### src/vde_pkg.sv
// Shared types, widths and codes of the vector distance engine.
package vde_pkg;

    localparam int OPW   = 48;          // multiplier operand width
    localparam int PRODW = 2 * OPW;     // multiplier product width
    localparam int DIVW  = PRODW + 32;  // dividend width, product shifted by 32
    localparam int QW    = 33;          // quotient width of the cosine divide
    localparam int RADW  = 96;          // square root radicand width
    localparam int ROOTW = RADW / 2;    // square root result width
    localparam int REMW  = ROOTW + 4;   // square root partial remainder width
    localparam int CNTW  = 6;           // iteration counter width
    localparam int VALW  = 48;          // result value width
    localparam int QCW   = 17;          // cosine magnitude width, up to 65536

    localparam logic [1:0] ST_VALID     = 2'd0;
    localparam logic [1:0] ST_ZERO_NORM = 2'd1;
    localparam logic [1:0] ST_BOUND     = 2'd2;

    localparam logic [1:0] MODE_L1  = 2'd0;
    localparam logic [1:0] MODE_L2  = 2'd1;
    localparam logic [1:0] MODE_COS = 2'd2;
    localparam logic [1:0] MODE_NVD = 2'd3;

    typedef enum logic [2:0] {
        OP_MUL_DOT   = 3'd0,
        OP_MUL_NORM  = 3'd1,
        OP_DIV       = 3'd2,
        OP_SQRT_SSD  = 3'd3,
        OP_SQRT_COS  = 3'd4,
        OP_SQRT_NVD  = 3'd5
    } math_op_t;

    typedef enum logic [1:0] {
        FIN_ZERO = 2'd0,
        FIN_L1   = 2'd1,
        FIN_ROOT = 2'd2,
        FIN_COS  = 2'd3
    } fin_sel_t;

    typedef struct packed {
        logic       start;
        math_op_t   op;
        logic       load_out;
        fin_sel_t   fin;
        logic [1:0] status;
        logic       clear_acc;
        logic       accept_en;
    } vde_cmd_t;

    typedef struct packed {
        logic busy;
        logic done;
        logic out_free;
    } math_stat_t;

    typedef struct packed {
        logic done;
        logic bound;
        logic zero_norm;
    } acc_stat_t;

endpackage

### src/vde_ctrl.sv
// Controller that sequences the finishing steps of each vector.
module vde_ctrl
    import vde_pkg::*;
(
    input  logic       clk,
    input  logic       rst_n,
    input  logic       cfg_we,
    input  logic [1:0] cfg_wdata,
    input  acc_stat_t  acc,
    input  math_stat_t mst,
    output vde_cmd_t   cmd
);

    typedef enum logic [7:0] {
        S_IDLE   = 8'b0000_0001,
        S_DECIDE = 8'b0000_0010,
        S_MULD   = 8'b0000_0100,
        S_MULN   = 8'b0000_1000,
        S_DIV    = 8'b0001_0000,
        S_SQC    = 8'b0010_0000,
        S_SQR    = 8'b0100_0000,
        S_EMIT   = 8'b1000_0000
    } state_t;

    state_t     state_reg, state_next;
    logic [1:0] mode_reg;
    fin_sel_t   fin_reg, fin_next;
    logic [1:0] st_reg, st_next;

    always_ff @(posedge clk or negedge rst_n)
    begin
        if (!rst_n)
        begin
            state_reg <= S_IDLE;
            mode_reg  <= MODE_L1;
            fin_reg   <= FIN_ZERO;
            st_reg    <= ST_VALID;
        end
        else
        begin
            state_reg <= state_next;
            fin_reg   <= fin_next;
            st_reg    <= st_next;
            if (cfg_we)
            begin
                mode_reg <= cfg_wdata;
            end
        end
    end

    always_comb
    begin
        state_next    = state_reg;
        fin_next      = fin_reg;
        st_next       = st_reg;
        cmd           = '0;
        cmd.op        = OP_MUL_DOT;
        cmd.fin       = fin_reg;
        cmd.status    = st_reg;
        unique case (state_reg)
            S_IDLE:
            begin
                cmd.accept_en = 1'b1;
                if (acc.done)
                begin
                    state_next = S_DECIDE;
                end
            end
            S_DECIDE:
            begin
                st_next  = ST_VALID;
                fin_next = FIN_ZERO;
                if (acc.bound)
                begin
                    st_next    = ST_BOUND;
                    state_next = S_EMIT;
                end
                else if (mode_reg == MODE_L1)
                begin
                    fin_next   = FIN_L1;
                    state_next = S_EMIT;
                end
                else if (mode_reg == MODE_L2)
                begin
                    cmd.start  = 1'b1;
                    cmd.op     = OP_SQRT_SSD;
                    fin_next   = FIN_ROOT;
                    state_next = S_SQR;
                end
                else if (acc.zero_norm)
                begin
                    st_next    = ST_ZERO_NORM;
                    state_next = S_EMIT;
                end
                else
                begin
                    cmd.start  = 1'b1;
                    cmd.op     = OP_MUL_DOT;
                    state_next = S_MULD;
                end
            end
            S_MULD:
            begin
                if (mst.done)
                begin
                    cmd.start  = 1'b1;
                    cmd.op     = OP_MUL_NORM;
                    state_next = S_MULN;
                end
            end
            S_MULN:
            begin
                if (mst.done)
                begin
                    cmd.start  = 1'b1;
                    cmd.op     = OP_DIV;
                    state_next = S_DIV;
                end
            end
            S_DIV:
            begin
                if (mst.done)
                begin
                    cmd.start  = 1'b1;
                    cmd.op     = OP_SQRT_COS;
                    state_next = S_SQC;
                end
            end
            S_SQC:
            begin
                if (mst.done)
                begin
                    if (mode_reg == MODE_COS)
                    begin
                        fin_next   = FIN_COS;
                        state_next = S_EMIT;
                    end
                    else
                    begin
                        cmd.start  = 1'b1;
                        cmd.op     = OP_SQRT_NVD;
                        fin_next   = FIN_ROOT;
                        state_next = S_SQR;
                    end
                end
            end
            S_SQR:
            begin
                if (mst.done)
                begin
                    state_next = S_EMIT;
                end
            end
            S_EMIT:
            begin
                if (mst.out_free)
                begin
                    cmd.load_out  = 1'b1;
                    cmd.clear_acc = 1'b1;
                    state_next    = S_IDLE;
                end
            end
            default:
            begin
                state_next = S_IDLE;
            end
        endcase
    end

`ifndef SYNTHESIS
    a_start_idle_unit: assert property (@(posedge clk) disable iff (!rst_n)
        cmd.start |-> !mst.busy)
        else $error("math unit started while busy");
    a_done_waiting: assert property (@(posedge clk) disable iff (!rst_n)
        mst.done |-> (state_reg == S_MULD || state_reg == S_MULN || state_reg == S_DIV
                      || state_reg == S_SQC || state_reg == S_SQR))
        else $error("math completion outside a waiting state");
    a_load_free: assert property (@(posedge clk) disable iff (!rst_n)
        cmd.load_out |-> mst.out_free)
        else $error("result loaded over an untaken result");
`endif

endmodule

### config.mk
export PLATFORM = sky130hd
export DESIGN_NAME = vde_ctrl
export DESIGN_NICKNAME = d
export VERILOG_FILES = /design/src/vde_pkg.sv /design/src/vde_ctrl.sv
export SDC_FILE = /design/constraint.sdc
export NUM_CORES = 1
export LEC_CHECK = 0
export BUFFER_PORTS_ARGS = -buffer_cell sky130_fd_sc_hd__buf_2
export CORE_UTILIZATION = 35
export DETAILED_ROUTE_END_ITERATION = 8
export GPL_TIMING_DRIVEN = 0
export PLACE_DENSITY = 0.6
export REMOVE_ABC_BUFFERS = 1
export SLEW_MARGIN = 20
export SYNTH_ARGS = -nofsm -noshare
export SYNTH_HDL_FRONTEND = slang
export SYNTH_SLANG_ARGS = --single-unit
### constraint.sdc
create_clock -name clk -period 4.88 [get_ports clk]
set_clock_uncertainty 0.1 [all_clocks]
set_input_delay 0.488 -clock clk [delete_from_list [all_inputs] [get_ports clk]]
set_output_delay 0.488 -clock clk [all_outputs]
set_load 0.01 [all_outputs]
==> qor.csv <==
metric,value,unit
status,finished clean,
irDropWorstVdd,0.000208,V
initial_utilization,37.2,%
antenna_found_initial,0,
cts_tree,built,
routed-via-count,932,
criticalPathCategory,reg2out,
leakage,0.530,nW
hold_viol_final,0,
synth-edff-count,0,
clkTransAtPathRegs,90,ps
placementRows,19,
multiInputGateArea,591,um2
detail-route-antenna-nets,0,
grt_max_degree,15,
hold_path_class,in2reg,
nets,140,
drt_first_pass_iters,4,
relSlewSlack,61.2,%
crit_path_max_fanout,11,
synthCells,114,
whs_path_depth,2,
ys_dominant_reg_cell,dfrtp_1,
coreArea,0.00276,mm2
track_usage,15.2,%
portBuffers,20,
io_pins,22,
syn-cell-area,0.00102,mm2
drtIter0Drc,32,
synthArstFlopShare,100,%
setup_viol_count_final,0,
dp_hpwl,1680,um
root_buffer,clkbuf_4,
ys_seq_elements,14,
finalCritPeriodShare,63.4,%
synth_top_area_cell,dfrtp_1,
clock-sinks,14,
gr-total-overflow,0,
synth_common_cells,"13 x dfrtp_1, 9 x nor2_1, 7 x inv_1, 7 x nand2_1, 6 x buf_2",
whs,286,ps
wl,2310,um
cp.required,4290,ps
htreeDepth,1,
worst_setup_path_start_kind,flip-flop,
viasPerCell,5.86,
die_area,0.00315,mm2
drive_gt1_share,26.6,%
area_growth,12.6,%
avgRoutedWirePerCell,14.5,um
worst_pin_slew,582,ps
dieHeight,56.1,um
clockBufferDepth,2,
fmax,323,MHz
fin_crit,3090,ps
cellPowerDensity,404,mW/mm2
setup-tns-final,0,ps
register_area,352,um2
crit_arrival,2500,ps
grt_pass1_vias,797,
syn_area_per_cell,8.99,um2
yosysUniqueCellTypes,48,
endpoint_kind,output port,
yosys.area.top_type_share,31.7,%
numCtsBuffers,3,
rsz0062_at_grt,no,
gp_congestion,0.841,
synth_warnings,0,
grt_pass1_wl,3850,um
antenna_cells,0,
max_cap_violations,0,
insertion_delay,280,ps
slew_violations,0,
synth-seq-area-share,34.3,%
rr_worst_depth,4,
yosys-top-cells-area,"dfrtp_1 32%, nor4b_1 4.3%, nor2_1 3.3%, nand4_1 3.1%, buf_2 2.9%",
fillers,284,
post_cts_buffers,0,
synth.most_common_cell,dfrtp_1,
cts_resized,0,
drcViolationCount,0,
holdBufCountCts,1,
largest_reg_flops,8,
die_w,56.1,um
## worst paths after layout
path                               from      endpoint  slack [ps]
max                        state_reg[4]        cmd[8]        1790
min                              acc[2]  state_reg[0]         290
max reg2reg                state_reg[4]    fin_reg[1]        2620
min reg2reg                   st_reg[0]     st_reg[0]         390
max in group asynchronous         rst_n  state_reg[0]        3860
min in group asynchronous         rst_n  state_reg[1]         530
## logic make-up (layout without fill, tap and decap cells)
logic type                Yosys count  in the layout  share of synthesized area, %
AOI/OAI and AO/OA                  21             21                          17.3
xor gates and xnor gates            1              1                         0.855
muxes                               3              3                          3.17
buffers and inverters              18             32                          8.06
and+or+nand+nor                    57             57                          36.3
DFF                                14             14                          34.3
## cell type report
| type | count | area share, % |
|---|---|---|
| Inverter | 7 | 2.28 |
| Sequential cell | 14 | 30.5 |
| Multi-Input combinational cell | 82 | 51.2 |
| Timing Repair Buffer | 21 | 9.54 |
| Clock buffer | 4 | 3.15 |
| Tap cell | 31 | 3.36 |
## per-layer routing
layer,global-route usage (%),routed length [um],vias to the layer above
met1,21.8,1090,445
met4,4.18,11,0
met2,23.6,1100,27
met3,2.56,108,2
met5,0,0,-
li1,-,-,458
## layout by cell type (no fill, tap or decap), types with 3 or more instances in the layout
| cell type | netlist | final |
|---|---|---|
| nand2_1 | 7 | 7 |
| nand4_1 | 5 | 5 |
| nor4b_1 | 5 | 5 |
| buf_2 | 6 | 20 |
| nand3_1 | 4 | 4 |
| nor2_1 | 9 | 9 |
| and2_1 | 3 | 3 |
| nor2b_1 | 4 | 4 |
| inv_1 | 7 | 7 |
| clkbuf_4 | 0 | 3 |
| dfrtp_1 | 13 | 13 |
| nor3_1 | 3 | 3 |
## worst max-delay path: stages (launching register included)
cell and delay, ps:
dfrtp_1 520, nor4_4 440, nand4b_1 450, or4_1 590, o21ai_1 100, buf_2 140
## per-stage QoR
step	worst slack (ps)	utilization [%]	power [mW]	cell area, um2	cells
after global routing	1610	41.8	0.502	1150	159
after global placement	2090	40.2	0.379	1110	154
after CTS	1800	41.8	0.470	1150	159
after detailed placement	2130	40.2	0.383	1110	154
after floorplan	2480	-	0.318	968	103
final	1790	41.8	0.466	1150	159
## where the power goes
| part | internal (mW) | switching (mW) |
|---|---|---|
| combinational | 0.0829 | 0.113 |
| sequential | 0.147 | 0.0395 |
| clock | 0.0453 | 0.0381 |
Power figures use the tool's default switching activity.
