===== config.mk =====
export PLATFORM = sky130hd
export DESIGN_NAME = vde_math
export DESIGN_NICKNAME = d
export VERILOG_FILES = /design/src/vde_pkg.sv /design/src/vde_math.sv
export SDC_FILE = /design/constraint.sdc
export NUM_CORES = 2
export LEC_CHECK = 0
export BUFFER_PORTS_ARGS = -buffer_cell sky130_fd_sc_hd__buf_2
export CORE_MARGIN = 2
export CORE_UTILIZATION = 45
export CTS_CLUSTER_SIZE = 8
export DETAILED_ROUTE_END_ITERATION = 7
export MAX_ROUTING_LAYER = met4
export PLACE_DENSITY = 0.6
export SLEW_MARGIN = 30
export SYNTH_ARGS = -nofsm -noshare
export SYNTH_HDL_FRONTEND = slang
export SYNTH_SLANG_ARGS = --single-unit

===== constraint.sdc =====
create_clock -name clk -period 58.1 [get_ports clk]
set_input_delay 5.81 -clock clk [delete_from_list [all_inputs] [get_ports clk]]
set_output_delay 5.81 -clock clk [all_outputs]
set_load 0.01 [all_outputs]

===== src/vde_pkg.sv =====
// Shared types, widths and codes of the vector distance engine.
package vde_pkg;

    localparam int OPW   = 48;          // multiplier operand width
    localparam int PRODW = 2 * OPW;     // multiplier product width
    localparam int DIVW  = PRODW + 32;  // dividend width, product shifted by 32
    localparam int QW    = 33;          // quotient width of the cosine divide
    localparam int RADW  = 96;          // square root radicand width
    localparam int ROOTW = RADW / 2;    // square root result width
    localparam int REMW  = ROOTW + 4;   // square root partial remainder width
    localparam int CNTW  = 6;           // iteration counter width
    localparam int VALW  = 48;          // result value width
    localparam int QCW   = 17;          // cosine magnitude width, up to 65536

    localparam logic [1:0] ST_VALID     = 2'd0;
    localparam logic [1:0] ST_ZERO_NORM = 2'd1;
    localparam logic [1:0] ST_BOUND     = 2'd2;

    localparam logic [1:0] MODE_L1  = 2'd0;
    localparam logic [1:0] MODE_L2  = 2'd1;
    localparam logic [1:0] MODE_COS = 2'd2;
    localparam logic [1:0] MODE_NVD = 2'd3;

    typedef enum logic [2:0] {
        OP_MUL_DOT   = 3'd0,
        OP_MUL_NORM  = 3'd1,
        OP_DIV       = 3'd2,
        OP_SQRT_SSD  = 3'd3,
        OP_SQRT_COS  = 3'd4,
        OP_SQRT_NVD  = 3'd5
    } math_op_t;

    typedef enum logic [1:0] {
        FIN_ZERO = 2'd0,
        FIN_L1   = 2'd1,
        FIN_ROOT = 2'd2,
        FIN_COS  = 2'd3
    } fin_sel_t;

    typedef struct packed {
        logic       start;
        math_op_t   op;
        logic       load_out;
        fin_sel_t   fin;
        logic [1:0] status;
        logic       clear_acc;
        logic       accept_en;
    } vde_cmd_t;

    typedef struct packed {
        logic busy;
        logic done;
        logic out_free;
    } math_stat_t;

    typedef struct packed {
        logic done;
        logic bound;
        logic zero_norm;
    } acc_stat_t;

endpackage


===== src/vde_math.sv =====
// Iterative multiply, divide and square root unit with the result register.
module vde_math
    import vde_pkg::*;
#(
    parameter int MAX_LENGTH = 1024
)
(
    input  logic                            clk,
    input  logic                            rst_n,
    input  vde_cmd_t                        cmd,
    output math_stat_t                      stat,
    input  logic [16+$clog2(MAX_LENGTH+1)-1:0] sad,
    input  logic [32+$clog2(MAX_LENGTH+1)-1:0] ssd,
    input  logic signed [32+$clog2(MAX_LENGTH+1)-1:0] dot,
    input  logic [31+$clog2(MAX_LENGTH+1)-1:0] na,
    input  logic [31+$clog2(MAX_LENGTH+1)-1:0] nb,
    output logic                            m_tvalid,
    input  logic                            m_tready,
    output logic [47:0]                     m_tdata,
    output logic [1:0]                      m_tuser
);

    localparam int EXTW = OPW + 2;

    logic signed [EXTW-1:0] dot_ext;
    logic                   dot_neg;
    logic [OPW-1:0]         mag;

    logic              run_reg, done_reg;
    math_op_t          op_reg;
    logic [CNTW-1:0]   cnt_reg;
    logic [PRODW-1:0]  mc_reg, prod_reg, p_reg;
    logic [OPW-1:0]    mp_reg;
    logic [DIVW-1:0]   d_reg;
    logic [PRODW:0]    drem_reg;
    logic [QW-1:0]     dlow_reg, quo_reg;
    logic [RADW-1:0]   rad_reg;
    logic [REMW-1:0]   srem_reg;
    logic [ROOTW-1:0]  root_reg;

    logic [PRODW-1:0]  prod_next;
    logic [PRODW:0]    dtry;
    logic              dge;
    logic [REMW-1:0]   stry, strial;
    logic              sge;
    logic [18:0]       nv;
    logic              last_iter;

    logic              m_tvalid_reg;
    logic [VALW-1:0]   m_tdata_reg;
    logic [1:0]        m_tuser_reg;
    logic [63:0]       sad64;
    logic [VALW-1:0]   l1_val, cos_val, qe, fin_val;

    assign dot_ext = EXTW'(dot);
    assign dot_neg = dot_ext[EXTW-1];
    assign mag     = OPW'(dot_neg ? -dot_ext : dot_ext);

    assign prod_next = prod_reg + (mp_reg[0] ? mc_reg : '0);
    assign dtry      = {drem_reg[PRODW-1:0], dlow_reg[QW-1]};
    assign dge       = dtry >= {1'b0, p_reg};
    assign stry      = {srem_reg[REMW-3:0], rad_reg[RADW-1:RADW-2]};
    assign strial    = {2'b00, root_reg, 2'b01};
    assign sge       = stry >= strial;
    assign last_iter = run_reg && (cnt_reg == CNTW'(1));

    // 2 - 2cos in 16 fraction bits, with the cosine magnitude held in the root.
    assign nv = dot_neg ? 19'(19'd131072 + {root_reg[QCW-1:0], 1'b0})
                        : 19'(19'd131072 - {root_reg[QCW-1:0], 1'b0});

    always_ff @(posedge clk or negedge rst_n)
    begin
        if (!rst_n)
        begin
            run_reg  <= 1'b0;
            done_reg <= 1'b0;
        end
        else
        begin
            done_reg <= last_iter;
            if (cmd.start)
            begin
                run_reg <= 1'b1;
            end
            else if (last_iter)
            begin
                run_reg <= 1'b0;
            end
        end
    end

    always_ff @(posedge clk)
    begin
        if (cmd.start)
        begin
            op_reg <= cmd.op;
            case (cmd.op)
                OP_MUL_DOT, OP_MUL_NORM:
                begin
                    mc_reg   <= (cmd.op == OP_MUL_DOT) ? PRODW'(mag) : PRODW'(OPW'(na));
                    mp_reg   <= (cmd.op == OP_MUL_DOT) ? mag : OPW'(nb);
                    prod_reg <= '0;
                    cnt_reg  <= CNTW'(OPW);
                end
                OP_DIV:
                begin
                    drem_reg <= (PRODW + 1)'(d_reg[DIVW-1:QW]);
                    dlow_reg <= d_reg[QW-1:0];
                    quo_reg  <= '0;
                    cnt_reg  <= CNTW'(QW);
                end
                default:
                begin
                    if (cmd.op == OP_SQRT_SSD)
                    begin
                        rad_reg <= {64'(ssd), 32'd0};
                    end
                    else if (cmd.op == OP_SQRT_COS)
                    begin
                        rad_reg <= RADW'(quo_reg);
                    end
                    else
                    begin
                        rad_reg <= {29'd0, nv, 48'd0};
                    end
                    srem_reg <= '0;
                    root_reg <= '0;
                    cnt_reg  <= CNTW'(ROOTW);
                end
            endcase
        end
        else if (run_reg)
        begin
            cnt_reg <= cnt_reg - 1'b1;
            case (op_reg)
                OP_MUL_DOT, OP_MUL_NORM:
                begin
                    prod_reg <= prod_next;
                    mc_reg   <= {mc_reg[PRODW-2:0], 1'b0};
                    mp_reg   <= {1'b0, mp_reg[OPW-1:1]};
                    if (last_iter && op_reg == OP_MUL_DOT)
                    begin
                        d_reg <= {prod_next, 32'd0};
                    end
                    if (last_iter && op_reg == OP_MUL_NORM)
                    begin
                        p_reg <= prod_next;
                    end
                end
                OP_DIV:
                begin
                    drem_reg <= dge ? dtry - {1'b0, p_reg} : dtry;
                    dlow_reg <= {dlow_reg[QW-2:0], 1'b0};
                    quo_reg  <= {quo_reg[QW-2:0], dge};
                end
                default:
                begin
                    srem_reg <= sge ? stry - strial : stry;
                    root_reg <= {root_reg[ROOTW-2:0], sge};
                    rad_reg  <= {rad_reg[RADW-3:0], 2'b00};
                end
            endcase
        end
    end

    // Result formatting.
    assign sad64  = 64'(sad);
    assign l1_val = (sad64 > 64'h0000_0000_7FFF_FFFF) ? 48'h7FFF_FFFF_FFFF
                                                      : {sad64[31:0], 16'd0};
    assign qe      = VALW'(root_reg[QCW-1:0]);
    assign cos_val = dot_neg ? qe : -qe;

    always_comb
    begin
        case (cmd.fin)
            FIN_L1:   fin_val = l1_val;
            FIN_ROOT: fin_val = root_reg;
            FIN_COS:  fin_val = cos_val;
            default:  fin_val = '0;
        endcase
    end

    always_ff @(posedge clk or negedge rst_n)
    begin
        if (!rst_n)
        begin
            m_tvalid_reg <= 1'b0;
        end
        else if (cmd.load_out)
        begin
            m_tvalid_reg <= 1'b1;
        end
        else if (m_tready)
        begin
            m_tvalid_reg <= 1'b0;
        end
    end

    always_ff @(posedge clk)
    begin
        if (cmd.load_out)
        begin
            m_tdata_reg <= fin_val;
            m_tuser_reg <= cmd.status;
        end
    end

    assign m_tvalid      = m_tvalid_reg;
    assign m_tdata       = m_tdata_reg;
    assign m_tuser       = m_tuser_reg;
    assign stat.busy     = run_reg;
    assign stat.done     = done_reg;
    assign stat.out_free = !m_tvalid_reg || m_tready;

endmodule


==> reports/qor.yml <==
outcome:
  status: "complete, no violations"
clock_network:
  clock_sinks: 818
  clockBufferDepth: 3
  cts_root_buf: "clkbuf_16"
  cts_made_buffers: 114
  clk_pin_slew_worst_paths_ns: 0.05
  cts_tree: "yes"
  post_cts_buffers: 0
  postCtsResizedCells: 0
  htree_levels: 3
  hold_buffers: 0
  insertion_delay_ns: 0.69
place:
  hpwlAfterDp_um: 97200
  placedCellCount: 6287
  gp_congestion: 0.959
  numPortBuffers: 262
global_routing:
  grt.total_usage_pct: 24.6
  grt_start_max_net_pins: 162
  grt_pass1_vias: 36300
  antenna_found_initial: 16
  overflow: 0
  grt_first_pass_wirelength_um: 212000
power_and_ir_drop:
  peakVddDrop_uv: 25.4
  p_comb_share_pct: 25.1
  pwr-share-seq_pct: 41.4
  leakage_nw: 21.8
  power.share.clock_pct: 33.5
  power_switching_w: 0.000542
  power_w: 0.00180
  swShare_pct: 30.1
  power_density_mw_per_mm2: 32.7
  p_int_w: 0.00126
critical_path:
  worst-path-buf-inv: 2
  cpLargestDelayFamily: "buffers and inverters"
  cp_max_fo: 2
  crit_arrival_ns: 6.19
  worstSetupEndpointType: "output port"
  required_ns: 52.29
  cp_common_cell: "buf_2"
  critPathLaunchType: "input pin"
  cp.depth: 3
  crit_chain: "buf_2, nand2b_1, buf_2"
  path_class: "input pin to output port"
  slowest_stage: "nand2b_1"
  max_stage_delay_ns: 0.14
  reg2reg_depth: 14
yosys:
  synth_ff_type: "edfxtp_1"
  synth_nets: 5314
  synthTopCellsByArea: "edfxtp_1, ha_1, a21oi_1, nor2_1, xnor2_1"
  synthTopCellsByCount: "edfxtp_1, a21oi_1, nor2_1"
  netlist.area_leader.share_pct: 49.5
  yosys.area.top_type: "edfxtp_1"
  ys_seq_area_share_pct: 49.6
  synth.avg_cell_area_um2: 10.2
  synth.most_common_cell: "edfxtp_1"
  synth_seq_cells: 818
  syn_inst: 4855
  async_reset_ff_share_pct: 0.367
  ys_warn_count: 0
  syn_area_mm2: 0.0495
  ys_types: 89
  synth_edf_count: 815
floorplan:
  start_util_pct: 45.4
  die_w_um: 336
  core_area_mm2: 0.109
  die_area_mm2: 0.113
  die_h_um: 336
  placementRows: 121
  ios: 265
hold_path:
  hold_depth: 2
  hold_path_class: "flop to flop"
timing:
  finalSetupViolCount: 0
  tightestPinTransition_ns: 0.938
  rsz0062_at_grt: "false"
  fin_setup_tns_ns: 0
  period_share_pct: 20.6
  slew_violations: 0
  hold_viol_final: 0
  finalClockSkew_ns: 0.0293
  relSlewSlack_pct: 37.4
  fmax_mhz: 83.4
  post-route-min-period_ns: 12.00
cells_and_area:
  nets: 5450
  final_layout_size_suffix_gt1_share_pct: 10.1
  syn_to_final_growth_pct: 11.4
  register_area_mm2: 0.0245
  nFillCells: 10000
  final_cells: 6450
  multi_input_comb_area_mm2: 0.0228
routing:
  drc_errors: 0
  antenna_left: 0
  drt-initial-drc-count: 2933
  wirelength_um: 135000
  first_pass_iters: 5
  viasPerCell: 5.74
  via_count: 37000
  routedWlPerCell_um: 21.0
run:
  maxCapViolCount: 0
[kinds of logic after synthesis]
| logic type | count (synthesis) | synth area share [%] |
|---|---|---|
| and+or+nand+nor | 1454 | 14.6 |
| AOI/OAI and AO/OA | 1391 | 18.1 |
| DFF | 818 | 49.6 |
| buffers and inverters | 579 | 4.58 |
| xor gates and xnor gates | 289 | 5.12 |
| adders and majority gates | 248 | 6.30 |
| muxes | 75 | 1.59 |
| other | 1 | 0.00758 |
[layout by cell type, fill, tap and decap left out, types with 148 or more instances in the layout]
cell type	instances
and2_1	214
nand2_1	283
a21oi_1	462
inv_1	292
edfxtp_1	815
buf_2	261
o21ai_0	263
nor2_1	452
ha_1	246
a21o_1	148
xnor2_1	176
[final timing paths]
| path | start | endpoint | slack [ns] |
|---|---|---|---|
| max in group asynchronous | rst_n | done_reg$_DFF_PN0_ | 53.08 |
| max | m_tready | stat[0] | 46.10 |
| min in group asynchronous | rst_n | run_reg$_DFFE_PN0P_ | 4.90 |
| min | m_tvalid$_DFFE_PN0P_ | m_tvalid$_DFFE_PN0P_ | 0.52 |
| max reg2reg | root_reg[24]$_SDFFCE_PP0P_ | srem_reg[8]$_SDFFCE_PP0P_ | 52.64 |
| min reg2reg | m_tvalid$_DFFE_PN0P_ | m_tvalid$_DFFE_PN0P_ | 0.52 |
[final cells by class]
| type | instances | share of cell area (%) |
|---|---|---|
| Antenna cell | 15 | 0.0681 |
| Inverter | 294 | 2.02 |
| Multi-Input combinational cell | 3458 | 41.3 |
| Tap cell | 1414 | 3.21 |
| Sequential cell | 818 | 44.5 |
| Clock buffer | 138 | 5.43 |
| Clock inverter | 8 | 0.182 |
| Timing Repair Buffer | 305 | 3.25 |
[power groups by stage]
stage | logic [W] | clock network, W | registers (W)
global route | 0.000503 | 0.000640 | 0.000752
CTS | 0.000450 | 0.000617 | 0.000747
finish | 0.000453 | 0.000604 | 0.000747
detailed placement | 0.000448 | 0 | 0.000757
global placement | 0.000444 | 0 | 0.000757
floorplan | 0.000331 | 0 | 0.000764
[routing by layer]
metal | routed length, um | GRT usage, %
met4 | 3220 | 6.46
met5 | 0 | -
met1 | 62600 | 33.8
met2 | 62500 | 38.2
met3 | 6920 | 3.28
[worst register-to-register path, cell delays in order, from the launching register on]
cell and delay (ns):
edfxtp_1 0.43, inv_1 0.08, ha_1 0.46, nand4_1 0.16, or2_2 0.33, nor4_1 0.67
a21boi_1 0.48, o2111ai_1 0.21, a31o_2 0.31, o21ai_1 0.25, a31oi_1 0.12, o21ai_4 0.51
buf_4 0.68, mux2i_1 0.42, nor2_1 0.07
[through the flow]
step           util, %  hold slack (ns)  cell area, um2  setup slack, ns
2_1_floorplan        -            0.497           49500            32.49
3_3_place_gp      47.5            0.497           51800            46.11
3_5_place_dp      47.6            0.501           51900            46.10
4_1_cts           50.5            0.517           55000            46.10
5_1_grt           50.6            0.533           55100            46.09
6_report          50.6            0.519           55100            46.10
Note: power is estimated with default switching activity, not from simulation.
