===== src/vde_pkg.sv =====
// Shared types, widths and codes of the vector distance engine.
package vde_pkg;

    localparam int OPW   = 48;          // multiplier operand width
    localparam int PRODW = 2 * OPW;     // multiplier product width
    localparam int DIVW  = PRODW + 32;  // dividend width, product shifted by 32
    localparam int QW    = 33;          // quotient width of the cosine divide
    localparam int RADW  = 96;          // square root radicand width
    localparam int ROOTW = RADW / 2;    // square root result width
    localparam int REMW  = ROOTW + 4;   // square root partial remainder width
    localparam int CNTW  = 6;           // iteration counter width
    localparam int VALW  = 48;          // result value width
    localparam int QCW   = 17;          // cosine magnitude width, up to 65536

    localparam logic [1:0] ST_VALID     = 2'd0;
    localparam logic [1:0] ST_ZERO_NORM = 2'd1;
    localparam logic [1:0] ST_BOUND     = 2'd2;

    localparam logic [1:0] MODE_L1  = 2'd0;
    localparam logic [1:0] MODE_L2  = 2'd1;
    localparam logic [1:0] MODE_COS = 2'd2;
    localparam logic [1:0] MODE_NVD = 2'd3;

    typedef enum logic [2:0] {
        OP_MUL_DOT   = 3'd0,
        OP_MUL_NORM  = 3'd1,
        OP_DIV       = 3'd2,
        OP_SQRT_SSD  = 3'd3,
        OP_SQRT_COS  = 3'd4,
        OP_SQRT_NVD  = 3'd5
    } math_op_t;

    typedef enum logic [1:0] {
        FIN_ZERO = 2'd0,
        FIN_L1   = 2'd1,
        FIN_ROOT = 2'd2,
        FIN_COS  = 2'd3
    } fin_sel_t;

    typedef struct packed {
        logic       start;
        math_op_t   op;
        logic       load_out;
        fin_sel_t   fin;
        logic [1:0] status;
        logic       clear_acc;
        logic       accept_en;
    } vde_cmd_t;

    typedef struct packed {
        logic busy;
        logic done;
        logic out_free;
    } math_stat_t;

    typedef struct packed {
        logic done;
        logic bound;
        logic zero_norm;
    } acc_stat_t;

endpackage


===== src/vde_accum.sv =====
// Element pair product stage and the five running sums.
module vde_accum
    import vde_pkg::*;
#(
    parameter int MAX_LENGTH = 1024
)
(
    input  logic                            clk,
    input  logic                            rst_n,
    input  logic                            s_tvalid,
    output logic                            s_tready,
    input  logic [31:0]                     s_tdata,
    input  logic                            s_tlast,
    input  vde_cmd_t                        cmd,
    output acc_stat_t                       stat,
    output logic [16+$clog2(MAX_LENGTH+1)-1:0] sad,
    output logic [32+$clog2(MAX_LENGTH+1)-1:0] ssd,
    output logic signed [32+$clog2(MAX_LENGTH+1)-1:0] dot,
    output logic [31+$clog2(MAX_LENGTH+1)-1:0] na,
    output logic [31+$clog2(MAX_LENGTH+1)-1:0] nb
);

    localparam int CW   = $clog2(MAX_LENGTH + 1);
    localparam int SADW = 16 + CW;
    localparam int SSDW = 32 + CW;
    localparam int DOTW = 32 + CW;
    localparam int NRMW = 31 + CW;

    logic signed [15:0] a, b;
    logic signed [16:0] d;
    logic signed [33:0] dsq;
    logic signed [31:0] ab, aa, bb;
    logic [15:0]        absd;

    logic               p1_valid_reg, p1_last_reg;
    logic [15:0]        p1_abs_reg;
    logic [31:0]        p1_sq_reg;
    logic signed [31:0] p1_ab_reg;
    logic [30:0]        p1_aa_reg, p1_bb_reg;

    logic [SADW-1:0]        sad_reg;
    logic [SSDW-1:0]        ssd_reg;
    logic signed [DOTW-1:0] dot_reg;
    logic [NRMW-1:0]        na_reg, nb_reg;
    logic [CW-1:0]          cnt_reg;
    logic                   bound_reg, done_reg;
    logic                   accept;

    assign a    = s_tdata[15:0];
    assign b    = s_tdata[31:16];
    assign d    = 17'(a) - 17'(b);
    assign dsq  = d * d;
    assign ab   = a * b;
    assign aa   = a * a;
    assign bb   = b * b;
    assign absd = d[16] ? 16'(-d) : d[15:0];

    assign s_tready = cmd.accept_en && !done_reg && !(p1_valid_reg && p1_last_reg);
    assign accept   = s_tvalid && s_tready;

    always_ff @(posedge clk)
    begin
        if (accept)
        begin
            p1_abs_reg <= absd;
            p1_sq_reg  <= dsq[31:0];
            p1_ab_reg  <= ab;
            p1_aa_reg  <= aa[30:0];
            p1_bb_reg  <= bb[30:0];
        end
    end

    always_ff @(posedge clk or negedge rst_n)
    begin
        if (!rst_n)
        begin
            p1_valid_reg <= 1'b0;
            p1_last_reg  <= 1'b0;
            sad_reg      <= '0;
            ssd_reg      <= '0;
            dot_reg      <= '0;
            na_reg       <= '0;
            nb_reg       <= '0;
            cnt_reg      <= '0;
            bound_reg    <= 1'b0;
            done_reg     <= 1'b0;
        end
        else
        begin
            p1_valid_reg <= accept;
            p1_last_reg  <= accept && s_tlast;
            if (cmd.clear_acc)
            begin
                sad_reg   <= '0;
                ssd_reg   <= '0;
                dot_reg   <= '0;
                na_reg    <= '0;
                nb_reg    <= '0;
                cnt_reg   <= '0;
                bound_reg <= 1'b0;
                done_reg  <= 1'b0;
            end
            else if (p1_valid_reg)
            begin
                // Pairs past the length bound are dropped and only flagged.
                if (cnt_reg < CW'(MAX_LENGTH))
                begin
                    sad_reg <= sad_reg + SADW'(p1_abs_reg);
                    ssd_reg <= ssd_reg + SSDW'(p1_sq_reg);
                    dot_reg <= dot_reg + DOTW'(p1_ab_reg);
                    na_reg  <= na_reg + NRMW'(p1_aa_reg);
                    nb_reg  <= nb_reg + NRMW'(p1_bb_reg);
                    cnt_reg <= cnt_reg + 1'b1;
                end
                else
                begin
                    bound_reg <= 1'b1;
                end
                if (p1_last_reg)
                begin
                    done_reg <= 1'b1;
                end
            end
        end
    end

    assign stat.done      = done_reg;
    assign stat.bound     = bound_reg;
    assign stat.zero_norm = (na_reg == '0) || (nb_reg == '0);
    assign sad = sad_reg;
    assign ssd = ssd_reg;
    assign dot = dot_reg;
    assign na  = na_reg;
    assign nb  = nb_reg;

endmodule


===== config.mk =====
export PLATFORM = sky130hd
export DESIGN_NAME = vde_accum
export DESIGN_NICKNAME = d
export VERILOG_FILES = /design/src/vde_pkg.sv /design/src/vde_accum.sv
export SDC_FILE = /design/constraint.sdc
export NUM_CORES = 2
export LEC_CHECK = 0
export BUFFER_PORTS_ARGS = -buffer_cell sky130_fd_sc_hd__buf_2
export CORE_MARGIN = 2
export CORE_UTILIZATION = 50
export DETAILED_ROUTE_END_ITERATION = 12
export PLACE_DENSITY_LB_ADDON = 0.05
export SETUP_SLACK_MARGIN = 0.02
export SLEW_MARGIN = 20
export SYNTH_ARGS = -nofsm -noshare
export SYNTH_HDL_FRONTEND = slang
export SYNTH_SLANG_ARGS = --single-unit

===== constraint.sdc =====
create_clock -name clk -period 5.2 [get_ports clk]
set_input_delay 0.52 -clock clk [delete_from_list [all_inputs] [get_ports clk]]
set_output_delay 0.52 -clock clk [all_outputs]
set_load 0.02 [all_outputs]

==> metrics.txt <==
# TYPE chip_impl_metric gauge
chip_impl_metric{name="route.vias.total",unit=""} 46100
chip_impl_metric{name="synth.cell_area",unit="um2"} 57000
chip_impl_info{name="setup_repair_after_global_routing_missed_its_margin",value="true"} 1
chip_impl_metric{name="critical-path-max-stage-delay",unit="ns"} 0.56
chip_impl_metric{name="wire_per_inst",unit="um"} 20.2
chip_impl_info{name="crit_start",value="s_tdata[0]"} 1
chip_impl_metric{name="numClockSinks",unit=""} 350
chip_impl_info{name="synth_top_family_by_area",value="adder cells"} 1
chip_impl_metric{name="fraction_of_layout_cells_with_a_size_suffix_above_1",unit=""} 0.230
chip_impl_metric{name="crit_fanout",unit=""} 4
chip_impl_metric{name="starting_density_of_the_core",unit=""} 0.505
chip_impl_metric{name="whs_path_depth",unit=""} 2
chip_impl_info{name="worst_r2r_src",value="nb[12]$_DFFE_PN0P_"} 1
chip_impl_metric{name="portBuffers",unit=""} 238
chip_impl_metric{name="report.final.hold_viol_count",unit=""} 0
chip_impl_metric{name="grt_remaining_overflow",unit=""} 0
chip_impl_metric{name="chipHeight",unit="um"} 342
chip_impl_metric{name="clkSlewWorstSetupHoldPaths",unit="ns"} 0.06
chip_impl_metric{name="n_fill_cell",unit=""} 9612
chip_impl_metric{name="synth_compound_gate_area_share",unit=""} 0.100
chip_impl_metric{name="worst_clock_skew",unit="ns"} 0.0362
chip_impl_metric{name="nets",unit=""} 8669
chip_impl_metric{name="ys_ff_latch",unit=""} 350
chip_impl_info{name="status",value="finished with violations"} 1
chip_impl_info{name="cts.root.buffer_cell",value="sky130_fd_sc_hd__clkbuf_16"} 1
chip_impl_metric{name="gp_congestion",unit=""} 0.929
chip_impl_metric{name="grt_start_max_net_pins",unit=""} 99
chip_impl_metric{name="ant_nets",unit=""} 0
chip_impl_metric{name="worst_r2r_path_depth",unit=""} 11
chip_impl_metric{name="ios",unit=""} 248
chip_impl_metric{name="synth_enable_flop_cells",unit=""} 138
chip_impl_metric{name="area_growth_syn_to_layout",unit="%"} 25.5
chip_impl_metric{name="synthesis.yosys.warnings",unit=""} 0
chip_impl_metric{name="worstSkewPairLatency",unit="ns"} 0.61
chip_impl_metric{name="crit_required",unit="ns"} 5.55
chip_impl_metric{name="place_inst",unit=""} 8413
chip_impl_info{name="element_type_at_the_critical_path_start",value="primary input"} 1
chip_impl_metric{name="wirelength",unit="mm"} 175
chip_impl_metric{name="layout_min_cycle_time",unit="ns"} 7.57
chip_impl_metric{name="clock_tree.buffer_depth",unit=""} 3
chip_impl_metric{name="fp-row-count",unit=""} 123
chip_impl_metric{name="first_global_vias",unit=""} 47300
chip_impl_metric{name="place.detailed.hpwl",unit="mm"} 134
chip_impl_info{name="critPathCaptureType",value="flop"} 1
chip_impl_info{name="worstReg2RegEnd",value="nb[36]$_DFFE_PN0P_"} 1
chip_impl_metric{name="initial_antenna_violation_count",unit=""} 10
chip_impl_info{name="path_common_cell",value="sky130_fd_sc_hd__fa_1"} 1
chip_impl_info{name="hold_path_class",value="primary input to flop"} 1
chip_impl_info{name="failing_checks",value="setup timing"} 1
chip_impl_metric{name="drc_errors",unit=""} 0
chip_impl_metric{name="synth_seq_area_share",unit=""} 0.166
chip_impl_metric{name="multi_input_area",unit="um2"} 44100
chip_impl_metric{name="slew_violations",unit=""} 0
chip_impl_metric{name="inserted_clock_buffers",unit=""} 41
chip_impl_metric{name="routed_via_density",unit=""} 5.32
chip_impl_metric{name="drv.max_cap_violation_count",unit=""} 0
chip_impl_metric{name="1st_pass_router_iterations",unit=""} 6
chip_impl_info{name="ys.flop_type",value="sky130_fd_sc_hd__dfrtp_1"} 1
chip_impl_metric{name="core",unit="um2"} 113000
chip_impl_metric{name="ff_latch_area",unit="um2"} 9450
chip_impl_metric{name="yosysUniqueCellTypes",unit=""} 89
chip_impl_metric{name="tightestPinTransition",unit="ns"} 1.11
chip_impl_metric{name="setup_viol_count_final",unit=""} 71
chip_impl_metric{name="grt_first_pass_wirelength",unit="mm"} 268
chip_impl_metric{name="finish.cell_count_without_fillers",unit=""} 8660
chip_impl_metric{name="synthAdderAreaFrac",unit=""} 0.460
chip_impl_metric{name="async_flop_share",unit=""} 0.606
chip_impl_metric{name="netlist_instances",unit=""} 6128
chip_impl_metric{name="clock_tree.htree_level_count",unit=""} 2
chip_impl_metric{name="maxClockFrequency",unit="GHz"} 0.132
chip_impl_metric{name="avgSynthCellArea",unit="um2"} 9.29
chip_impl_metric{name="timing.final.crit_share",unit=""} 1.46
chip_impl_metric{name="dp_slack",unit="ns"} -3.38
chip_impl_info{name="crit_path_top_delay_cell",value="sky130_fd_sc_hd__fa_1"} 1
chip_impl_metric{name="critPathArrivalTime",unit="ns"} 7.92
chip_impl_metric{name="worst_slew_margin_rel",unit=""} 0.260
chip_impl_metric{name="post_synth_xor_area_fraction",unit=""} 0.0512
chip_impl_metric{name="setup_slack",unit="ns"} -2.37
chip_impl_metric{name="synth_simple_gate_area_frac",unit=""} 0.126
chip_impl_metric{name="die_area",unit="um2"} 117000
chip_impl_metric{name="post_synth_mux_area_share",unit=""} 0.00112
chip_impl_metric{name="initial_drc_count",unit=""} 3130
chip_impl_metric{name="synth_nets",unit=""} 7674
chip_impl_metric{name="globalRouteTotalUtil",unit=""} 0.297
chip_impl_metric{name="die_x",unit="um"} 342
chip_impl_info{name="setup.worst_path.end",value="p1_sq_reg[31]$_DFFE_PP_"} 1
chip_impl_info{name="critical_path_class",value="primary input to flop"} 1
chip_impl_metric{name="r2r_slack",unit="ns"} 0.90
chip_impl_info{name="cts_tree",value="built"} 1
==> cells by family (layout without fill, tap and decap cells) <==
logic type,Yosys count,after routing
compound gates,888,888
xor+xnor,331,331
fa+ha+maj,1499,1499
buf+inv,1457,2485
flops,350,350
mux,6,6
other cells,0,4
simple gates,1597,1597
==> cell type report <==
type	instances	share of cell area
antenna	4	0.000140
clock buffer	51	0.0153
clock inverter	25	0.00515
inverter	1262	0.0674
multi-input combinational	4321	0.616
sequential	350	0.132
tap	1500	0.0263
timing repair buffer	1147	0.137
==> worst min-delay path by stage <==
stage                     slack [ns]                   from                    end
after global routing            0.14                s_tlast  p1_last_reg$_DFF_PN0_
final                           0.14                s_tlast  p1_last_reg$_DFF_PN0_
after CTS                        0.1                s_tlast  p1_last_reg$_DFF_PN0_
after global placement          0.47  bound_reg$_DFFE_PN0P_  bound_reg$_DFFE_PN0P_
after detailed placement        0.50  bound_reg$_DFFE_PN0P_  bound_reg$_DFFE_PN0P_
after floorplan                 0.22                  rst_n  bound_reg$_DFFE_PN0P_
==> synthesized netlist by cell type (47+ instances only) <==
library cell                  n  share of area
sky130_fd_sc_hd__o21ai_0    139          0.012
sky130_fd_sc_hd__edfxtp_1   138          0.073
sky130_fd_sc_hd__dfrtp_1    212          0.093
sky130_fd_sc_hd__a21o_1     109          0.014
sky130_fd_sc_hd__nor2_1     419          0.028
sky130_fd_sc_hd__xnor2_1    234          0.036
sky130_fd_sc_hd__o21a_1      47         0.0062
sky130_fd_sc_hd__nand3_1     67         0.0059
sky130_fd_sc_hd__and2_1      98          0.011
sky130_fd_sc_hd__nand2b_1    52         0.0057
sky130_fd_sc_hd__nand2_1    672          0.044
sky130_fd_sc_hd__xor2_1      95          0.015
sky130_fd_sc_hd__a21oi_1    321          0.028
sky130_fd_sc_hd__clkbuf_1   173          0.011
sky130_fd_sc_hd__nor3_1      64         0.0056
sky130_fd_sc_hd__inv_1     1248          0.082
sky130_fd_sc_hd__fa_1       988           0.35
sky130_fd_sc_hd__ha_1       511           0.11
==> layer usage <==
layer  wire length [um]  vias to the layer above  share of wire  global-route usage
met5                 24                        -        0.00014                   0
met2              82400                     1344           0.47               0.492
li1                   -                    21400              -                   -
met4               5600                        4          0.032              0.0771
met3              12000                      249          0.068              0.0355
met1              75300                    23100           0.43               0.416
==> worst max-delay path: cells and delay by family <==
family / cells / cell delay [ns]
buf+inv: 6 / 0.59
xor+xnor: 2 / 0.21
simple gates: 5 / 0.80
fa+ha+maj: 9 / 3.57
compound gates: 10 / 2.20
==> cell usage in the layout (no fill, tap or decap), types with 47 or more instances in the layout <==
master,n
sky130_fd_sc_hd__a21oi_1,277
sky130_fd_sc_hd__inv_1,1183
sky130_fd_sc_hd__buf_4,771
sky130_fd_sc_hd__xor2_1,88
sky130_fd_sc_hd__fa_1,960
sky130_fd_sc_hd__o21ai_0,117
sky130_fd_sc_hd__buf_2,210
sky130_fd_sc_hd__dfrtp_1,212
sky130_fd_sc_hd__a21o_1,109
sky130_fd_sc_hd__nand2b_1,47
sky130_fd_sc_hd__nand2_1,634
sky130_fd_sc_hd__xnor2_1,219
sky130_fd_sc_hd__buf_6,67
sky130_fd_sc_hd__inv_2,56
sky130_fd_sc_hd__clkbuf_16,55
sky130_fd_sc_hd__edfxtp_1,138
sky130_fd_sc_hd__and2_1,95
sky130_fd_sc_hd__nand3_1,63
sky130_fd_sc_hd__buf_12,56
sky130_fd_sc_hd__ha_1,456
sky130_fd_sc_hd__nor2_1,366
sky130_fd_sc_hd__nor3_1,59
==> repair_timing <==
item,CTS,global route
pin swaps,136,138
hold endpoints to repair,5,0
cloned,19,14
hold buffers,1,0
gates resized for setup,363,195
setup endpoints to repair,82,79
setup buffers,82,63
==> through the flow <==
stage	util	hold WS, ns	TNS [ns]	instance area (um2)
after detailed placement	0.583	0.500	-139.18	65800
after floorplan	-	0.224	-68.43	58200
after global placement	0.583	0.473	-133.43	65800
after global routing	0.634	0.135	-73.13	71500
final	0.634	0.138	-59.42	71500
after CTS	0.619	0.0987	-53.78	69800
Power is not shown: default switching activity piles up to over one toggle a cycle in this logic, so the estimate is an artifact.
